<file path="src/llrp_pkg.sv">
// Package for the least-loaded row packer: shared widths, default
// parameter values, register indices and the record types of the cell chain.
// No dependencies.
package llrp_pkg;

    localparam int MAX_ROWS_DEF   = 16;
    localparam int MAX_GLYPHS_DEF = 256;
    localparam int WIDTH_BITS_DEF = 12;

    localparam int GW_W    = 12;   // glyph_width field
    localparam int ROW_W   = 4;    // chosen_row field
    localparam int NUM_W   = 8;    // glyph_number field
    localparam int SUM_W   = 21;   // row sums, x_offset, widest_row
    localparam int CNT_W   = 5;    // row_count register
    localparam int PAD_W   = 8;    // pad_amount register
    localparam int IDX_W   = 6;    // row index inside the chain (up to 64 rows)
    localparam int CFG_IDX_W  = 1;
    localparam int CFG_DATA_W = 8;

    localparam logic [SUM_W-1:0] SUM_MAX = {SUM_W{1'b1}};

    localparam logic [CFG_IDX_W-1:0] REG_ROW_COUNT = 1'b0;
    localparam logic [CFG_IDX_W-1:0] REG_PAD       = 1'b1;

    // running result carried along the chain
    typedef struct packed {
        logic [SUM_W-1:0] best_val;
        logic [IDX_W-1:0] best_idx;
        logic [SUM_W-1:0] max_val;
    } rec_t;

    // row update broadcast to every cell
    typedef struct packed {
        logic             clear;
        logic             write;
        logic [IDX_W-1:0] idx;
        logic [SUM_W-1:0] value;
    } upd_t;

endpackage

</file>
<file path="src/llrp_if.sv">
// Valid/ready channel interfaces of the least-loaded row packer.
// Depends on llrp_pkg for field widths.
interface llrp_in_if;
    logic                       valid;
    logic                       ready;
    logic [llrp_pkg::GW_W-1:0]  glyph_width;
    logic                       final_glyph;

    modport source (output valid, output glyph_width, output final_glyph, input ready);
    modport sink   (input valid, input glyph_width, input final_glyph, output ready);
endinterface

interface llrp_out_if;
    logic                       valid;
    logic                       ready;
    logic [llrp_pkg::ROW_W-1:0] chosen_row;
    logic [llrp_pkg::NUM_W-1:0] glyph_number;
    logic [llrp_pkg::SUM_W-1:0] x_offset;
    logic [llrp_pkg::SUM_W-1:0] widest_row;
    logic                       run_done;

    modport source (output valid, output chosen_row, output glyph_number, output x_offset,
                    output widest_row, output run_done, input ready);
    modport sink   (input valid, input chosen_row, input glyph_number, input x_offset,
                    input widest_row, input run_done, output ready);
endinterface

</file>
<file path="src/least_loaded_row_packer.sv">
// Least-loaded row packer top level: chain of row cells plus controller.
// Depends on llrp_pkg, llrp_in_if / llrp_out_if and llrp_cell.
//
// Use: glyph widths arrive on glyph_in (valid/ready); one result per glyph
// leaves on result_out (valid/ready). Each glyph goes to the narrowest of the
// first row_count rows (lowest index on a tie); x_offset is that row's width
// with leading padding before placement. On a glyph with final_glyph set the
// result also carries widest_row and run_done, and all rows clear.
// Configuration: cfg_we / cfg_index / cfg_data, index 0 row_count, 1 pad_amount;
// write only while no glyph is in flight.
// Timing: the transfer edge loads the first cell, the search record then walks
// the remaining MAX_ROWS - 1 cells at one cell per cycle, goes into the hold
// register, and then updates the row and loads the output register; a new glyph
// is taken the cycle after that, so only one glyph is in the chain at a time.
// If the receiver stalls, the finished record waits in the controller and
// glyph_in stays not ready until the output register frees.
// Reset clears all rows, the glyph counter and the output valid, and sets
// row_count to 1 and pad_amount to 0.
module least_loaded_row_packer #(
    parameter int MAX_ROWS   = llrp_pkg::MAX_ROWS_DEF,
    parameter int MAX_GLYPHS = llrp_pkg::MAX_GLYPHS_DEF,
    parameter int WIDTH_BITS = llrp_pkg::WIDTH_BITS_DEF
) (
    input  logic                             clk,
    input  logic                             rst_n,
    input  logic                             cfg_we,
    input  logic [llrp_pkg::CFG_IDX_W-1:0]   cfg_index,
    input  logic [llrp_pkg::CFG_DATA_W-1:0]  cfg_data,
    llrp_in_if.sink                          glyph_in,
    llrp_out_if.source                       result_out
);

    localparam int USE_BITS = (WIDTH_BITS < llrp_pkg::GW_W) ? WIDTH_BITS : llrp_pkg::GW_W;
    localparam int GC_W     = (MAX_GLYPHS > 1) ? $clog2(MAX_GLYPHS) : 1;
    localparam int SW       = llrp_pkg::SUM_W;

    // configuration
    logic [llrp_pkg::CNT_W-1:0] row_count_reg;
    logic [llrp_pkg::PAD_W-1:0] pad_reg;

    always_ff @(posedge clk or negedge rst_n)
    begin
        if (!rst_n)
        begin
            row_count_reg <= llrp_pkg::CNT_W'(1);
            pad_reg       <= '0;
        end
        else if (cfg_we)
        begin
            case (cfg_index)
                llrp_pkg::REG_ROW_COUNT: row_count_reg <= llrp_pkg::CNT_W'(cfg_data);
                llrp_pkg::REG_PAD:       pad_reg       <= llrp_pkg::PAD_W'(cfg_data);
                default:                 ;
            endcase
        end
    end

    // control
    logic                 busy_reg;
    logic                 pend_reg;
    llrp_pkg::rec_t       pend_rec_reg;
    logic [USE_BITS-1:0]  width_reg;
    logic                 final_reg;
    logic [GC_W-1:0]      gc_reg;
    logic [GC_W-1:0]      gc_next;
    logic                 out_valid_reg;
    logic                 in_xfer;
    logic                 finish;

    // chain
    logic [MAX_ROWS:0]    chain_valid;
    llrp_pkg::rec_t       chain_rec [MAX_ROWS+1];
    llrp_pkg::upd_t       upd;

    assign in_xfer        = glyph_in.valid && glyph_in.ready;
    assign glyph_in.ready = !busy_reg;
    assign finish         = pend_reg && (!out_valid_reg || result_out.ready);

    assign chain_valid[0]        = in_xfer;
    assign chain_rec[0].best_val = llrp_pkg::SUM_MAX;
    assign chain_rec[0].best_idx = '0;
    assign chain_rec[0].max_val  = '0;

    for (genvar g = 0; g < MAX_ROWS; g++)
    begin : g_cell
        llrp_cell #(.IDX(g)) u_cell (
            .clk           (clk),
            .rst_n         (rst_n),
            .row_count     (row_count_reg),
            .rec_in_valid  (chain_valid[g]),
            .rec_in        (chain_rec[g]),
            .rec_out_valid (chain_valid[g+1]),
            .rec_out       (chain_rec[g+1]),
            .upd           (upd)
        );
    end

    // placement arithmetic
    logic [SW-1:0] inc;
    logic [SW:0]   new_raw;
    logic [SW-1:0] new_sum;
    logic [SW:0]   off_raw;
    logic [SW-1:0] offset;
    logic [SW-1:0] mx;
    logic [SW:0]   wide_raw;
    logic [SW-1:0] widest;

    always_comb
    begin
        inc      = SW'(width_reg) + SW'(pad_reg);
        new_raw  = {1'b0, pend_rec_reg.best_val} + {1'b0, inc};
        new_sum  = new_raw[SW] ? llrp_pkg::SUM_MAX : new_raw[SW-1:0];
        off_raw  = {1'b0, pend_rec_reg.best_val} + (SW+1)'(pad_reg);
        offset   = off_raw[SW] ? llrp_pkg::SUM_MAX : off_raw[SW-1:0];
        mx       = (new_sum > pend_rec_reg.max_val) ? new_sum : pend_rec_reg.max_val;
        wide_raw = {1'b0, mx} + (SW+1)'(pad_reg);
        widest   = wide_raw[SW] ? llrp_pkg::SUM_MAX : wide_raw[SW-1:0];

        upd.clear = finish && final_reg;
        upd.write = finish && !final_reg;
        upd.idx   = pend_rec_reg.best_idx;
        upd.value = new_sum;

        if (final_reg || (gc_reg == GC_W'(MAX_GLYPHS - 1)))
        begin
            gc_next = '0;
        end
        else
        begin
            gc_next = gc_reg + GC_W'(1);
        end
    end

    always_ff @(posedge clk or negedge rst_n)
    begin
        if (!rst_n)
        begin
            busy_reg      <= 1'b0;
            pend_reg      <= 1'b0;
            gc_reg        <= '0;
            out_valid_reg <= 1'b0;
        end
        else
        begin
            if (in_xfer)
            begin
                busy_reg <= 1'b1;
            end
            else if (finish)
            begin
                busy_reg <= 1'b0;
            end

            if (chain_valid[MAX_ROWS])
            begin
                pend_reg <= 1'b1;
            end
            else if (finish)
            begin
                pend_reg <= 1'b0;
            end

            if (finish)
            begin
                gc_reg        <= gc_next;
                out_valid_reg <= 1'b1;
            end
            else if (result_out.ready)
            begin
                out_valid_reg <= 1'b0;
            end
        end
    end

    // payload
    logic [llrp_pkg::ROW_W-1:0] row_reg;
    logic [llrp_pkg::NUM_W-1:0] num_reg;
    logic [SW-1:0]              off_reg;
    logic [SW-1:0]              wide_reg;
    logic                       done_reg;

    always_ff @(posedge clk)
    begin
        if (in_xfer)
        begin
            width_reg <= glyph_in.glyph_width[USE_BITS-1:0];
            final_reg <= glyph_in.final_glyph;
        end
        if (chain_valid[MAX_ROWS])
        begin
            pend_rec_reg <= chain_rec[MAX_ROWS];
        end
        if (finish)
        begin
            row_reg  <= llrp_pkg::ROW_W'(pend_rec_reg.best_idx);
            num_reg  <= llrp_pkg::NUM_W'(gc_reg);
            off_reg  <= offset;
            wide_reg <= final_reg ? widest : '0;
            done_reg <= final_reg;
        end
    end

    assign result_out.valid        = out_valid_reg;
    assign result_out.chosen_row   = row_reg;
    assign result_out.glyph_number = num_reg;
    assign result_out.x_offset     = off_reg;
    assign result_out.widest_row   = wide_reg;
    assign result_out.run_done     = done_reg;

    // checks
    a_one_search: assert property (@(posedge clk) disable iff (!rst_n)
        $onehot0(chain_valid))
        else $error("more than one search record in the chain");

    a_busy_after_xfer: assert property (@(posedge clk) disable iff (!rst_n)
        in_xfer |=> !glyph_in.ready)
        else $error("glyph accepted while a search is in flight");

    a_pend_busy: assert property (@(posedge clk) disable iff (!rst_n)
        pend_reg |-> busy_reg)
        else $error("pending record without a glyph in flight");

    a_run_clear: assert property (@(posedge clk) disable iff (!rst_n)
        (finish && final_reg) |=> (gc_reg == '0))
        else $error("glyph counter not cleared at run end");

    a_tail_idle_out: assert property (@(posedge clk) disable iff (!rst_n)
        chain_valid[MAX_ROWS] |-> !pend_reg)
        else $error("search record overwrote a pending record");

endmodule

</file>
<file path="src/llrp_cell.sv">
// One row cell: holds a row sum, folds it into the passing min/max record
// and registers the record for its neighbour. Depends on llrp_pkg.
module llrp_cell #(
    parameter int IDX = 0
) (
    input  logic                          clk,
    input  logic                          rst_n,
    input  logic [llrp_pkg::CNT_W-1:0]    row_count,
    input  logic                          rec_in_valid,
    input  llrp_pkg::rec_t                rec_in,
    output logic                          rec_out_valid,
    output llrp_pkg::rec_t                rec_out,
    input  llrp_pkg::upd_t                upd
);

    logic [llrp_pkg::SUM_W-1:0] sum_reg;
    logic                       rec_valid_reg;
    llrp_pkg::rec_t             rec_reg;
    llrp_pkg::rec_t             rec_next;
    logic                       active;

    assign active = (IDX == 0) || (IDX < int'(row_count));

    always_comb
    begin
        rec_next = rec_in;
        if (active && (sum_reg < rec_in.best_val))
        begin
            rec_next.best_val = sum_reg;
            rec_next.best_idx = llrp_pkg::IDX_W'(IDX);
        end
        if (active && (sum_reg > rec_in.max_val))
        begin
            rec_next.max_val = sum_reg;
        end
    end

    always_ff @(posedge clk or negedge rst_n)
    begin
        if (!rst_n)
        begin
            sum_reg       <= '0;
            rec_valid_reg <= 1'b0;
        end
        else
        begin
            rec_valid_reg <= rec_in_valid;
            if (upd.clear)
            begin
                sum_reg <= '0;
            end
            else if (upd.write && (upd.idx == llrp_pkg::IDX_W'(IDX)))
            begin
                sum_reg <= upd.value;
            end
        end
    end

    always_ff @(posedge clk)
    begin
        if (rec_in_valid)
        begin
            rec_reg <= rec_next;
        end
    end

    assign rec_out_valid = rec_valid_reg;
    assign rec_out       = rec_reg;

endmodule
</file>
<file path="src/flat_wrapper.sv">
// flat-port wrapper written by rule: the top's interface ports become plain ports
module least_loaded_row_packer_flat 
#(
    parameter int MAX_ROWS   = llrp_pkg::MAX_ROWS_DEF,
    parameter int MAX_GLYPHS = llrp_pkg::MAX_GLYPHS_DEF,
    parameter int WIDTH_BITS = llrp_pkg::WIDTH_BITS_DEF
)
  (clk, rst_n, cfg_we, cfg_index, cfg_data, glyph_in_valid, glyph_in_glyph_width, glyph_in_final_glyph, glyph_in_ready, result_out_valid, result_out_chosen_row, result_out_glyph_number, result_out_x_offset, result_out_widest_row, result_out_run_done, result_out_ready);
  llrp_in_if glyph_in_i ();
  llrp_out_if result_out_i ();
  input  logic clk;
  input  logic rst_n;
  input  logic cfg_we;
  input  logic [llrp_pkg::CFG_IDX_W-1:0] cfg_index;
  input  logic [llrp_pkg::CFG_DATA_W-1:0] cfg_data;
  input wire logic [$bits(glyph_in_i.valid)-1:0] glyph_in_valid;
  input wire logic [$bits(glyph_in_i.glyph_width)-1:0] glyph_in_glyph_width;
  input wire logic [$bits(glyph_in_i.final_glyph)-1:0] glyph_in_final_glyph;
  output wire logic [$bits(glyph_in_i.ready)-1:0] glyph_in_ready;
  output wire logic [$bits(result_out_i.valid)-1:0] result_out_valid;
  output wire logic [$bits(result_out_i.chosen_row)-1:0] result_out_chosen_row;
  output wire logic [$bits(result_out_i.glyph_number)-1:0] result_out_glyph_number;
  output wire logic [$bits(result_out_i.x_offset)-1:0] result_out_x_offset;
  output wire logic [$bits(result_out_i.widest_row)-1:0] result_out_widest_row;
  output wire logic [$bits(result_out_i.run_done)-1:0] result_out_run_done;
  input wire logic [$bits(result_out_i.ready)-1:0] result_out_ready;
  assign glyph_in_i.valid = glyph_in_valid;
  assign glyph_in_i.glyph_width = glyph_in_glyph_width;
  assign glyph_in_i.final_glyph = glyph_in_final_glyph;
  assign glyph_in_ready = glyph_in_i.ready;
  assign result_out_valid = result_out_i.valid;
  assign result_out_chosen_row = result_out_i.chosen_row;
  assign result_out_glyph_number = result_out_i.glyph_number;
  assign result_out_x_offset = result_out_i.x_offset;
  assign result_out_widest_row = result_out_i.widest_row;
  assign result_out_run_done = result_out_i.run_done;
  assign result_out_i.ready = result_out_ready;
  least_loaded_row_packer #(.MAX_ROWS(MAX_ROWS), .MAX_GLYPHS(MAX_GLYPHS), .WIDTH_BITS(WIDTH_BITS)) u_core (.clk(clk), .rst_n(rst_n), .cfg_we(cfg_we), .cfg_index(cfg_index), .cfg_data(cfg_data), .glyph_in(glyph_in_i), .result_out(result_out_i));
endmodule
</file>
<file path="config.mk">
export PLATFORM = sky130hd
export DESIGN_NAME = least_loaded_row_packer_flat
export DESIGN_NICKNAME = d
export VERILOG_FILES = /design/src/llrp_pkg.sv /design/src/llrp_if.sv /design/src/least_loaded_row_packer.sv /design/src/llrp_cell.sv /design/src/flat_wrapper.sv
export SDC_FILE = /design/constraint.sdc
export NUM_CORES = 2
export LEC_CHECK = 0
export BUFFER_PORTS_ARGS = -buffer_cell sky130_fd_sc_hd__buf_4
export CORE_UTILIZATION = 67
export DETAILED_ROUTE_END_ITERATION = 12
export PLACE_DENSITY_LB_ADDON = 0.05
export SKIP_CTS_REPAIR_TIMING = 1
export SYNTH_ARGS = -nofsm -noshare
export SYNTH_HDL_FRONTEND = slang
export SYNTH_SLANG_ARGS = --single-unit
</file>
<file path="constraint.sdc">
create_clock -name clk -period 25.8 [get_ports clk]
set_input_delay 2.58 -clock clk [delete_from_list [all_inputs] [get_ports clk]]
set_output_delay 2.58 -clock clk [all_outputs]
set_load 0.02 [all_outputs]
</file>
==> impl_results.md <==
- Run status: finished, final reports clean
- Nature of the critical path startpoint: register
- HPWL after DPL: roughly 120000 µm
- Max Slew Vio Count: 0
- Setup TNS: 0 ns
- Design Power: 9250 µW
- Initial DRC Count: 3516
- Clk buf depth: 3
- Tightest Pin Transition: 1.30 ns
- Total number of yosys warnings: 0
- Final hold violation count: 0
- Vias per inst: 6.09
- Post-Syn Area: roughly 66000 µm²
- Max FFs per register: 721
- Initial Utilization: between 60% and 70%
- Fraction of registers with async set/reset: between 30% and 40%
- Synthesized flop and latch total: ~1200
- Final RePlAce weighted congestion: about 0.92
- CP dominant cell by count: o21ai_0
- Worst path arrival time: between 9 and 10 ns
- Grt ovf: 0
- First-pass GRT wire length: 247000 µm
- Distinct cells, synth: 79
- Non-filler instance count after layout: ~7000
- Routed Antenna Nets: 0
- Cell with the most instances after synthesis: edfxtp_1
- Largest area contributor in the netlist: edfxtp_1
- Mapped Avg Cell Area: approximately 12 µm²
- CTS tree: yes
- Synth cell count leaders: 835 x edfxtp_1, 679 x inv_1, 675 x ha_1
- Pwr/cell area: between 100 and 150 nW/µm²
- Drt wl/cell: about 23 µm
- DR pass1 iterations: 5
- Share of the synthesized area in the top cell type: a little under two fifths
- Register area share after synthesis: around 53%
- Worst vdd ir: 114 µV
- Min Tclk post-route: 9.22 ns
- R2R Setup Slk: 16.58 ns
- Cts bufs inserted: 130
- Max-Cap Viols: 0
- GRT Util Overall: between 30% and 40%
- Die W: 315 µm
- Ys flop type: edfxtp_1
- Initial antenna violation count: 8
- Clock Sinks: 1211
- Tcrit/Tclk final: 35.7%
- Post-Route Skew: ~0.025 ns
- Pleak: ~0.033 µW
- Top cells by area, synth: edfxtp_1 38%, dfrtp_1 14%, ha_1 13%
- Clock Latency Late Sink: about 0.75 ns
- H-tree depth: 4
- CP required: 26.30 ns
- Layout cells sized above 1: between 10% and 20%
- Crit path max fanout: 28
- Register Area: about 34000 µm²
- Critical path's largest stage delay: 0.55 ns
- Area occupied by multi-input gates: 27900 µm²
- Post-synth EDFFs: between 800 and 900
- CP endpoint kind: register
- Largest net degree at the start of global routing: roughly 130
- Critical path type: register to register
- FILL cells: between 6000 and 7000
- RSZ-0062 raised after global routing: no
- Routed WL: roughly 160000 µm
- Buffers on Ports: 83
- Vias in the first global route: between 40000 and 50000
- Clock Pin Slew Worst Setup and Hold Paths: roughly 0.07 ns
- Hold crit path type: register to register
- Total number of vias: roughly 43000
- Num ports: 84
- Die Ht: 315 µm
- Placed cell area: roughly 68000 µm²
- # rows: approximately 110
- Nets: between 6000 and 7000
- Placed cell count: approximately 6700
- DR DRC count: 0
- Area Growth Syn to Fin: 9.69%
- Design area: 71900 µm²
- FMAX: 109 MHz
- Max-slew headroom: between 10% and 20%
- Die Footprint: 99000 µm²
- Endpoints failing setup: 0
- Syn nets: 6244
- Root Buffer: clkbuf_16
- Core Box Area: ~97000 µm²
- Cells after Synth: approximately 5500
- CP max-delay cell: nand2_1
[routing by layer]
metal | vias up | wire, µm | global-route usage (%)
li1 | 20000 | - | -
met1 | 21200 | 69500 | 45.5
met2 | 1179 | 76200 | 53.1
met3 | 314 | 9470 | 5.45
met4 | 0 | 5980 | 12.6
met5 | - | 0 | 0
[cells by family (layout without fill, tap and decap cells)]
logic type | Yosys count | count (layout) | share of synthesized area [%]
other | 0 | 1 | 0
XOR/XNOR | 37 | 37 | 0.495
AND/OR/NAND/NOR | 982 | 982 | 7.06
multiplexers | 662 | 662 | 11.4
adder cells (fa/ha/maj) | 679 | 679 | 13.0
AO/OA/AOI/OAI | 1070 | 1070 | 10.3
flip-flops | 1211 | 1211 | 52.6
buffers and inverters | 897 | 1073 | 5.17
[cell type report]
class	count	share of cell area, %
clock buffers	179	5.05
diodes	1	0.00348
flip-flops and latches	1211	48.0
repair buffers	153	1.63
inverters	679	3.55
clock inverters	62	0.740
well taps	1276	2.22
multi-input cells	3430	38.8
[where the power goes]
group	total, µW	switching [µW]	internal (µW)	leakage, µW
combinational	3850	2220	1630	0.0179
clock	1830	775	1050	0.00204
sequential	3570	619	2950	0.0126
total	9250	3610	5630	0.0325
[critical path, delay by kind of cell (launching register included)]
kind | cells | cell delay [ns]
AOI/OAI and AO/OA | 19 | 3.62
xor gates and xnor gates | 1 | 0.21
adders and majority gates | 5 | 1.72
buffers and inverters | 4 | 0.57
DFF | 1 | 0.48
and+or+nand+nor | 11 | 2.35
[stage by stage]
step / setup WS [ns] / util (%) / hold WS, ns
global route: 15.86 / 74.3 / 0.426
detailed placement: 16.74 / 70.0 / 0.406
floorplan: 17.60 / - / 0.400
CTS: 16.69 / 74.3 / 0.420
global placement: 16.80 / 70.0 / 0.402
finish: 16.58 / 74.3 / 0.418
[cells in the final DEF, fill, tap and decap left out, types with 133 or more instances in the layout]
master,instances
a21oi_1,164
inv_1,678
nor2_1,141
mux2_2,648
edfxtp_1,835
buf_4,151
o21ai_0,401
dfrtp_1,364
ha_1,675
a21o_1,205
clkbuf_16,133
nand2_1,447
[worst paths after layout]
| kind | cells past startpoint | from | endpoint |
|---|---|---|---|
| worst max register to register | 40 | u_core.pad_reg[1] | u_core.result_out.widest_row[14] |
| min in group asynchronous | 1 | rst_n | u_core.g_cell[11].u_cell.sum_reg[1] |
| worst max-delay path | 40 | u_core.pad_reg[1] | u_core.result_out.widest_row[14] |
| worst min register to register | 0 | u_core.g_cell[15].u_cell.rec_out[22] | u_core.pend_rec_reg[22] |
| worst min-delay path | 0 | u_core.g_cell[15].u_cell.rec_out[22] | u_core.pend_rec_reg[22] |
| max in group asynchronous | 4 | rst_n | u_core.g_cell[2].u_cell.sum_reg[3] |
Note: power is estimated with default switching activity, not from simulation.
